`config.mk`:
```
export PLATFORM = sky130hd
export DESIGN_NAME = swm_cell
export DESIGN_NICKNAME = d
export VERILOG_FILES = /design/src/hdl/swm_pkg.sv /design/src/hdl/swm_cell.sv
export SDC_FILE = /design/constraint.sdc
export NUM_CORES = 1
export LEC_CHECK = 0
export BUFFER_PORTS_ARGS = -buffer_cell sky130_fd_sc_hd__buf_2
export CAP_MARGIN = 20
export CORE_ASPECT_RATIO = 2
export CORE_UTILIZATION = 55
export DETAILED_ROUTE_END_ITERATION = 10
export GPL_ROUTABILITY_DRIVEN = 0
export GPL_TIMING_DRIVEN = 0
export PLACE_DENSITY = 0.8
export SYNTH_ARGS = -nofsm -noshare
export SYNTH_HDL_FRONTEND = slang
export SYNTH_SLANG_ARGS = --single-unit
```
`constraint.sdc`:
```
create_clock -name clk -period 4.69 [get_ports clk]
set_clock_uncertainty 0.1 [all_clocks]
set_input_delay 0.2345 -clock clk [delete_from_list [all_inputs] [get_ports clk]]
set_output_delay 0.2345 -clock clk [all_outputs]
set_load 0.02 [all_outputs]
```
`src/hdl/swm_pkg.sv`:
```
// Shared constants and types of the sliding window maximum block.
// Depends on nothing; used by swm_cell and sliding_window_max_top.
package swm_pkg;

	localparam int DEPTH    = 64;
	localparam int IDX_W    = $clog2(DEPTH);
	localparam int CNT_W    = IDX_W + 1;
	localparam int SAMPLE_W = 32;
	localparam int POS_W    = 32;
	localparam int CFG_W    = 7;

	localparam logic [CFG_W-1:0] WINDOW_RESET = CFG_W'(3);

	typedef struct packed {
		logic shift;
		logic clear;
	} swm_cell_ctrl_t;

endpackage

```
`src/hdl/swm_cell.sv`:
```
// One cell of the running-maximum chain: the maximum of the newest samples up to its age.
// Depends on swm_pkg for the sample width and the control struct.
module swm_cell (
	input  logic                                 clk,
	input  swm_pkg::swm_cell_ctrl_t              ctrl,
	input  logic signed [swm_pkg::SAMPLE_W-1:0]  sample,
	input  logic signed [swm_pkg::SAMPLE_W-1:0]  prev_max,
	output logic signed [swm_pkg::SAMPLE_W-1:0]  max_q
);
	import swm_pkg::*;

	logic take_sample;

	assign take_sample = ctrl.clear || (sample >= prev_max);

	always_ff @(posedge clk) begin
		if (ctrl.shift) begin
			max_q <= take_sample ? sample : prev_max;
		end
	end

endmodule

```
After elaboration in Yosys (flattened, before gate mapping) --
Index checks and enable logic that the tools add are counted.
Word-level totals: register bits 32, input port bits 67, output and inout port bits 32, word-level logic and storage cells 4
Operators by class: magnitude comparators 1, mux-type cells 1, reductions and logical operators 1
Operators with widths (number):
- 32-bit greater-or-equal comparator | 1
- 32-bit two-way mux | 1
- 1-bit logical OR | 1

Depth between registers and ports, before layout --
Gate-level depths: netlist of the first run.
depth in word-level cells 3, depth in mapped cells 11, depth with buffers taken out 8

Worst setup path after synthesis of the first run --
Ideal clock, no wire load.
kind input -> register, start input prev_max[31] (netlist bit), end register max_q[23] (netlist bit), data pin, library setup time 0.262 ns, data arrival time 2.025 ns, required time 4.328 ns, slack 2.303 ns, cell stages on the path 11, path buffers 3, path through inv_1 ha_1 buf_4 nand4_4 or4_1 buf_2 buf_2 o2111ai_1 a22oi_1 a31oi_1 nand3_1
On the way: longest elaborated chain between the ends 3
RTL lines:
- start: declaration | RTL line swm_cell.sv:7 | input logic signed [swm_pkg::SAMPLE_W-1:0] prev_max,
- 32-bit greater-or-equal comparator | RTL line swm_cell.sv:14 | assign take_sample = ctrl.clear || (sample >= prev_max);
- 1-bit logical OR | RTL line swm_cell.sv:14
- 32-bit two-way mux | RTL line swm_cell.sv:18 | max_q <= take_sample ? sample : prev_max;
- end signal: assignment | RTL line swm_cell.sv:18
- end: declaration | RTL line swm_cell.sv:8 | output logic signed [swm_pkg::SAMPLE_W-1:0] max_q
Every way passes these cells. A chain may end at the register's enable or synchronous reset.

Worst setup path after layout of the first run --
start input prev_max[14] (netlist bit), end register max_q[4] (netlist bit), data pin
The elaborated chain is that of the path after synthesis.

==> flow_summary.ini, run 1 <==
[status]
status = finished, final reports clean

[synthesis]
synth_nets = 554
postSynthCellCount = 455
yosys_warnings = 0
synth_top_area_share = 0.261
async_flop_share = 0
synth_edf_count = 32
synth_flop_cell = edfxtp_1
yosysMostFrequentCell = nand3_1
yosysUniqueCellTypes = 34
syn_area_um2 = 3680
synth_commonest_cells = nand3_1, nand2_1, a2bb2oi_1
yosys.area.top_type = edfxtp_1
yosys_register_bits = 32
synth_area_leaders = edfxtp_1, ha_1, nand3_1, a2bb2oi_1, o2111ai_1
avgSynthCellArea_um2 = 8.09
yosysSeqAreaShare = 0.261

[sta]
setup_viol = 0
finalCritPeriodShare = 0.572
period_minus_slack_ns = 2.68
fin_tns_setup_ns = 0
maxSlewHeadroom = 0.417
fmax_mhz = 372
hold_violations = 0
slew_violations = 0
rsz0062_at_grt = no
worst_slew_pin_slew_ns = 0.853
worst_slack_ns = 2.01

[drt]
top_layer = met4
drc = 0
dr_total_vias = 4428
wl_um = 12600
drt_first_pass_iters = 6
met1_length_um = 4420
wl_met2_um = 6580
ant_nets = 0
avgViaCountPerCell = 6.84
wire_per_inst_um = 19.5
route.met3.wl_um = 874
drt_iter0_drc = 566

[finish]
layout.nets = 659
drive_gt1_frac = 0.230
largest_register = max_q
final_area_um2 = 4420
largestRegisters = max_q (32)
num_antenna_cells = 0
instances_no_fill = 647
nFillCells = 593
largest_reg_flops = 32
layout-area-overhead-vs-synth_pct = 20.0

[place]
portBuffers = 98
dpl_cell_area_um2 = 4280
hpwl_um = 9360
dp.cells = 639
post-place-ws_ns = 1.78

[power]
p_per_area_nw_per_um2 = 257
vdd_drop_max_mv = 0.151
leakage_nw = 1.86
finalPower_mw = 1.14

[setup_path]
crit_buf_inv = 3
path_common_cell = nand3_1
crit_family = compound AO/OA/AOI/OAI gates
crit_path_cell_trace = buf_2 -> inv_1 -> ha_1 -> nand4_1 -> a2111oi_0 -> o31ai_4 -> clkbuf_1 -> nand3_1 -> nand3_1
crit_path_start_kind = primary input
cp_data_required_time_ns = 4.60
end_kind = flop
path_max_fanout = 10
critPathKind = in -> reg
slowest_delay_ns = 0.82
slowest_stage = a2111oi_0
arrival_ns = 2.59

[clocking]
postCtsSetupRepairBufs = 0
cts_made_buffers = 5
hold_buffers = 0
clkSinkCount = 32
clockBufferDepth = 2
cts-root-buf = clkbuf_16
cts_tree = done
clk_pin_slew_worst_paths_ns = 0.05
cts_resized = 0
htreeDepth = 2

[global_route]
grt_overflow = 0
antenna_found_initial = 0
track_usage = 0.373
grt_max_degree = 33
grt_pass1_vias = 4352
grt_pass1_wl_um = 20200

[floorplanning]
die_x_um = 59.9
fp.dieH_um = 118
die_area_um2 = 7050
core_area_um2 = 6360
start_util = 0.579
rows = 41
ios = 99

[run]
maxCapViolCount = 0

[worst_hold_path]
hp-class = in -> reg
## cell type report
cell class | count | area [um2] | area share
well taps | 86 | 108 | 0.0243
multi-input cells | 339 | 2330 | 0.528
plain buffers | 50 | 259 | 0.0586
flip-flops and latches | 32 | 961 | 0.217
inverters | 34 | 128 | 0.0289
repair buffers | 98 | 490 | 0.111
clock buffers | 5 | 125 | 0.0283
clock inverters | 3 | 13.8 | 0.00311
## worst min-delay path, delay by kind of cell
kind	cells	cell delay (ns)
AO/OA/AOI/OAI	1	0.07
buffers and inverters	1	0.12
AND/OR/NAND/NOR	1	0.07
## routing by layer
| layer | up-vias | global-route usage |
|---|---|---|
| li1 | 2022 | - |
| met1 | 2049 | 0.397 |
| met2 | 291 | 0.631 |
| met3 | 66 | 0.0659 |
| met4 | 0 | 0.257 |
| met5 | - | 0 |
## layout by cell type, fill, tap and decap left out, types with 32 or more instances in the layout
master and instances:
buf_2 107, nand3_1 67, nand2_1 38, a2bb2oi_1 33, inv_1 32, nor3_1 32
o2111ai_1 32, a22oi_1 32, a31oi_1 32, ha_1 32, edfxtp_1 32
## cell families after synthesis
group,synth area share
flip-flops,0.261
AO/OA/AOI/OAI,0.322
adder cells (fa/ha/maj),0.109
AND/OR/NAND/NOR,0.203
buffers and inverters,0.105
## report_power, final
| part | switching, mW | internal [mW] |
|---|---|---|
| registers | 0.00772 | 0.365 |
| clock network | 0.121 | 0.193 |
| logic | 0.293 | 0.158 |
| total | 0.422 | 0.716 |
## final timing paths
kind	from	endpoint	cells past startpoint
setup / recovery	prev_max[14]	max_q[4]$_DFFE_PP_	9
hold / removal	sample[6]	max_q[6]$_DFFE_PP_	3
## per-stage QoR
step            util  hold WS (ns)
2_1_floorplan      -         0.247
3_3_place_gp   0.673         0.489
6_report       0.695         0.214
3_5_place_dp   0.673         0.493
5_1_grt        0.695         0.225
4_1_cts        0.695         0.206
Power figures use the tool's default switching activity.
==> run 2: changes to the inputs <==
--- a/config.mk
+++ b/config.mk
@@ -8,11 +8,11 @@
 export BUFFER_PORTS_ARGS = -buffer_cell sky130_fd_sc_hd__buf_2
 export CAP_MARGIN = 20
 export CORE_ASPECT_RATIO = 2
-export CORE_UTILIZATION = 55
+export CORE_UTILIZATION = 49
 export DETAILED_ROUTE_END_ITERATION = 10
 export GPL_ROUTABILITY_DRIVEN = 0
 export GPL_TIMING_DRIVEN = 0
-export PLACE_DENSITY = 0.8
+export PLACE_DENSITY = 0.75
 export SYNTH_ARGS = -nofsm -noshare
 export SYNTH_HDL_FRONTEND = slang
 export SYNTH_SLANG_ARGS = --single-unit
==> constraint.sdc (replaced) <==
create_clock -name clk -period 2.2 [get_ports clk]
set_clock_uncertainty 0.1 [all_clocks]
set_input_delay 0.11 -clock clk [delete_from_list [all_inputs] [get_ports clk]]
set_output_delay 0.11 -clock clk [all_outputs]
set_load 0.02 [all_outputs]
==> run 2 against run 1 <==
- the flow now finishes with violations (setup timing)
- global-route usage fell by 2.4 points
- worst hold slack lost 0.17 ns
- first-iteration DRC count increased by 49%
- clock-buffer cell count did not move
- sequential share of layout area shrank 5.6 points
- total power up 150%
- design area rose by 35%
- final cell count grew 7.0%
- setup slack worse by 2.4 ns
- combinational power increased to 3.0 times the previous value
- sequential cell count unchanged
- core utilization rose by 12 points
==> flow_summary.ini, run 2 (synthesized netlist as in run 1, its figures left out) <==
[clocking]
hold_buffers = 0
cts_made_buffers = 5
clk_pin_slew_worst_paths_ns = 0.05
cts-root-buf = clkbuf_16
clockBufferDepth = 2
cts_tree = done
htreeDepth = 2
clkSinkCount = 32

[worst_hold_path]
min_to = max_q[23]$_DFFE_PP_
hold_path_startpoint = sample[23]
hold_path_depth = 3
hp-class = in -> reg

[floorplanning]
die_area_um2 = 7890
die_x_um = 63.3
fp.dieH_um = 125
core_area_um2 = 7270
ios = 99
rows = 44
start_util = 0.507

[place]
portBuffers = 98
hpwl_um = 9600
dpl_cell_area_um2 = 4350

[drt]
ant_nets = 0
drc = 0
dr_total_vias = 5306
wl_um = 18400
drt_first_pass_iters = 11
wire_per_inst_um = 26.7
drt_iter0_drc = 843
avgViaCountPerCell = 7.67

[finish]
largest_reg_flops = 32
largest_register = max_q
largestRegisters = max_q (32)
layout.nets = 698
fin_util = 0.819
num_antenna_cells = 0
final_area_um2 = 5950
layout_common_cells = buf_2, nand3_1, nand2_1
final_common_cell = buf_2
layout-area-overhead-vs-synth_pct = 61.7
drive_gt1_frac = 0.498

[global_route]
grt_overflow = 0
antenna_found_initial = 0
grt_pass1_wl_um = 21600
grt_pass1_vias = 4486
track_usage = 0.350
grt_max_degree = 33

[power]
vdd_drop_max_mv = 0.364
finalPower_mw = 2.83
leakage_nw = 2.30
p_per_area_nw_per_um2 = 474

[sta]
hold_violations = 0
period_minus_slack_ns = 2.55
slew_violations = 0
fmax_mhz = 392
rsz0062_at_grt = yes
finalCritPeriodShare = 1.16
worst_slack_ns = -0.351
maxSlewHeadroom = 0.342
worst_slew_pin_slew_ns = 0.986
setup_viol = 32
hold_slack_ns = 0.0445

[setup_path]
path_max_fanout = 5
critPathKind = in -> reg
cp_data_required_time_ns = 2.12
crit_path_start_kind = primary input
end_kind = flop
arrival_ns = 2.47

[status]
status = finished with violations
violations = setup timing

[run]
maxCapViolCount = 0
[run 2: area by class of cell]
cell class / instances / area, um2
buffer: 47 / 368
clock buffer: 5 / 125
clock inverter: 3 / 13.8
fill: 433 / 1310
inverter: 34 / 150
multi-input combinational: 340 / 3150
sequential: 32 / 961
tap: 92 / 115
timing repair buffer: 139 / 1070
[run 2: through the flow]
step / instances / setup TNS [ns] / worst slack [ns]
final: 692 / -8.95 / -0.351
after CTS: 663 / -0.227 / -0.0413
after detailed placement: 645 / -17.29 / -0.602
after global routing: 692 / -13.33 / -0.573
after floorplan: 455 / -0.492 / -0.0217
after global placement: 645 / -16.60 / -0.602
[run 2: what timing repair did]
action                     CTS  global route
buffers inserted            11            22
gates resized for setup     59           177
cloned                       1             8
setup endpoints to repair   32            32
pin swaps                   31            52
hold endpoints to repair     0             0
[run 2: metal layers]
| metal | track usage | vias up | share of wire |
|---|---|---|---|
| met5 | 0 | - | 0 |
| met4 | 0.269 | 0 | 0.12 |
| met3 | 0.0513 | 248 | 0.11 |
| met2 | 0.614 | 590 | 0.48 |
| met1 | 0.361 | 2368 | 0.29 |
| li1 | - | 2100 | - |
[run 2: worst max-delay path by stage]
stage | start | end | slack, ns | depth (start not counted)
after floorplan | prev_max[31] | max_q[10]$_DFFE_PP_ | -0.02 | 11
after global placement | sample[5] | max_q[11]$_DFFE_PP_ | -0.60 | 9
after detailed placement | sample[7] | max_q[11]$_DFFE_PP_ | -0.60 | 9
after CTS | sample[11] | max_q[20]$_DFFE_PP_ | -0.04 | 10
after global routing | sample[19] | max_q[21]$_DFFE_PP_ | -0.57 | 10
final | sample[19] | max_q[13]$_DFFE_PP_ | -0.35 | 10
[run 2: worst max-delay path, stage by stage]
cell and delay [ns]:
buf_2 0.15, ha_4 0.29, nand4_1 0.32, or4_4 0.71, o21ai_4 0.26, buf_12 0.17, buf_4 0.15, nor3_1 0.07
nand3_1 0.13, nand3_1 0.10
[run 2: power by group]
part | internal (mW) | switching (mW)
registers | 0.778 | 0.0163
logic | 0.515 | 0.826
clock network | 0.411 | 0.279
==> run 3: changes to the inputs <==
--- a/config.mk
+++ b/config.mk
@@ -7,12 +7,13 @@
 export LEC_CHECK = 0
 export BUFFER_PORTS_ARGS = -buffer_cell sky130_fd_sc_hd__buf_2
 export CAP_MARGIN = 20
-export CORE_ASPECT_RATIO = 2
-export CORE_UTILIZATION = 49
+export CORE_ASPECT_RATIO = 1.25
+export CORE_UTILIZATION = 50
+export CTS_BUF_LIST = sky130_fd_sc_hd__clkbuf_4 sky130_fd_sc_hd__clkbuf_8
 export DETAILED_ROUTE_END_ITERATION = 10
 export GPL_ROUTABILITY_DRIVEN = 0
 export GPL_TIMING_DRIVEN = 0
-export PLACE_DENSITY = 0.75
+export PLACE_DENSITY = 0.77
 export SYNTH_ARGS = -nofsm -noshare
 export SYNTH_HDL_FRONTEND = slang
 export SYNTH_SLANG_ARGS = --single-unit
==> run 3 against run 2 <==
- the run still ends with setup timing left
- sequential power hardly changed
- clock-buffer cell count is 1 higher
- die area is 2.2% lower
- routed wire length is 16% lower
- critical path type unchanged
- critical endpoint is now max_q[3]$_DFFE_PP_
- largest power group unchanged
- highest routed layer unchanged
==> flow_summary.ini, run 3 (synthesized netlist as in run 1, its figures left out) <==
[status]
status = finished with violations
violations = setup timing

[floorplanning]
die_area_um2 = 7710
ios = 99
fp.dieH_um = 97.9
die_x_um = 78.8
core_area_um2 = 7060
start_util = 0.521
rows = 34

[clocking]
htreeDepth = 2
clkSinkCount = 32
hold_buffers = 0
clk_pin_slew_worst_paths_ns = 0.07
cts-root-buf = clkbuf_8
cts_made_buffers = 5
clockBufferDepth = 2
cts_tree = done

[global_route]
met2_usage = 0.534
met1_usage = 0.395
grt_overflow = 0
grt_busiest_layer = met2
grt_pass1_wl_um = 19600
antenna_found_initial = 0
track_usage = 0.317
grt_pass1_vias = 4214
grt_max_degree = 33
grt_util_met3 = 0.0393

[power]
share_comb_of_total_power = 0.465
leakage_nw = 2.18
p_switching_uw = 995
vdd_drop_max_mv = 0.331
intPower_mw = 1.60
p_per_area_nw_per_um2 = 464
power.share.clock = 0.229
sw_frac_of_total = 0.384
finalPower_mw = 2.59
seqPwrFrac = 0.306

[drt]
drc = 0
wire_per_inst_um = 22.8
wl_um = 15500
avgViaCountPerCell = 7.36
drt_iter0_drc = 730
drt_first_pass_iters = 5
dr_total_vias = 5003
ant_nets = 0

[finish]
final-seq-area_um2 = 961
final_common_cell = buf_2
num_antenna_cells = 0
layout-area-overhead-vs-synth_pct = 51.5
nFillCells = 445
layout_common_cells = buf_2, nand3_1, nand2_1
drive_gt1_frac = 0.446
layout.nets = 688
largestRegisters = max_q (32)
instances_no_fill = 680
largest_register = max_q
largest_reg_flops = 32
multiInputGateArea_um2 = 2960

[sta]
finalCritPeriodShare = 1.09
worst_slack_ns = -0.198
fmax_mhz = 417
worst_slew_pin_slew_ns = 0.814
slew_violations = 0
maxSlewHeadroom = 0.457
setup_viol = 23
rsz0062_at_grt = yes
hold_violations = 0
period_minus_slack_ns = 2.40

[setup_path]
end_kind = flop
crit_path_cell_trace = buf_2 -> ha_4 -> nand4_1 -> or4_4 -> buf_12 -> buf_8 -> o2111ai_1 -> a22oi_1 -> a31oi_1 -> nand3_1
cp_data_required_time_ns = 2.11
slowest_stage = or4_4
critPathKind = in -> reg
crit_path_start_kind = primary input
slowest_delay_ns = 0.57
path_max_fanout = 8
crit_buf_inv = 3
crit_family = simple AND/OR/NAND/NOR gates
arrival_ns = 2.31

[worst_hold_path]
hp-class = in -> reg

[place]
hpwl_um = 8550
dp.cells = 643
portBuffers = 98

[run]
maxCapViolCount = 0
==> run 3: cell types whose count changed in the layout (fill, tap and decap cells not counted), moves of 4 or more <==
| cell | delta |
|---|---|
| buf_4 | -5 |
| clkbuf_16 | -4 |
| o2111ai_1 | +5 |
| buf_8 | -8 |
| a2bb2oi_1 | +8 |
| a22oi_1 | +4 |
| clkbuf_8 | +5 |
| a22oi_2 | -4 |
| inv_2 | +6 |
| a2bb2oi_2 | -8 |
==> run 3: cell type report <==
class / instances / area share
inverter: 34 / 0.0247
sequential: 32 / 0.172
tap: 90 / 0.0202
buffer: 47 / 0.0610
multi-input combinational: 339 / 0.530
clock inverter: 2 / 0.00628
clock buffer: 6 / 0.0137
timing repair buffer: 130 / 0.172
==> run 3: worst min-delay path, delay by kind of cell <==
| kind | cells | cell delay (ns) |
|---|---|---|
| buf+inv | 1 | 0.09 |
| simple gates | 1 | 0.07 |
| compound gates | 1 | 0.05 |
==> run 3: power by group through the flow <==
| stage | combinational [mW] | clock [mW] | sequential [mW] |
|---|---|---|---|
| 2_1_floorplan | 0.502 | 0 | 0.918 |
| 3_3_place_gp | 0.911 | 0 | 0.805 |
| 3_5_place_dp | 0.935 | 0 | 0.807 |
| 4_1_cts | 0.959 | 0.591 | 0.794 |
| 5_1_grt | 1.27 | 0.608 | 0.802 |
| 6_report | 1.21 | 0.592 | 0.793 |
==> run 3: per-stage QoR <==
| step | hold WS (ns) | setup TNS, ns | cell area [um2] | util | worst slack, ns |
|---|---|---|---|---|---|
| after floorplan | 0.122 | -0.492 | 3740 | - | -0.0217 |
| after global placement | 0.366 | -13.42 | 4340 | 0.615 | -0.486 |
| after detailed placement | 0.373 | -15.22 | 4340 | 0.615 | -0.550 |
| after CTS | 0.0691 | 0 | 4550 | 0.645 | 0.00219 |
| after global routing | 0.0526 | -2.60 | 5580 | 0.790 | -0.149 |
| final | 0.0477 | -1.05 | 5580 | 0.790 | -0.198 |
==> run 3: path summary, 6_finish.rpt <==
check,start,end,slack (ns),cells after the start
setup / recovery,sample[9],max_q[3]$_DFFE_PP_,-0.20,10
hold / removal,sample[29],max_q[29]$_DFFE_PP_,0.05,3
==> run 3: what timing repair did <==
action,4_1_cts,5_1_grt
gates resized for setup,15,163
gates cloned,0,7
setup endpoints to repair,32,32
setup buffers,8,17
pin swaps,7,34
==> run 3: per-layer routing <==
layer | up-vias | routed length, um
met5 | - | 0
met4 | 0 | 1050
met3 | 146 | 1580
met2 | 486 | 7380
met1 | 2289 | 5530
li1 | 2082 | -
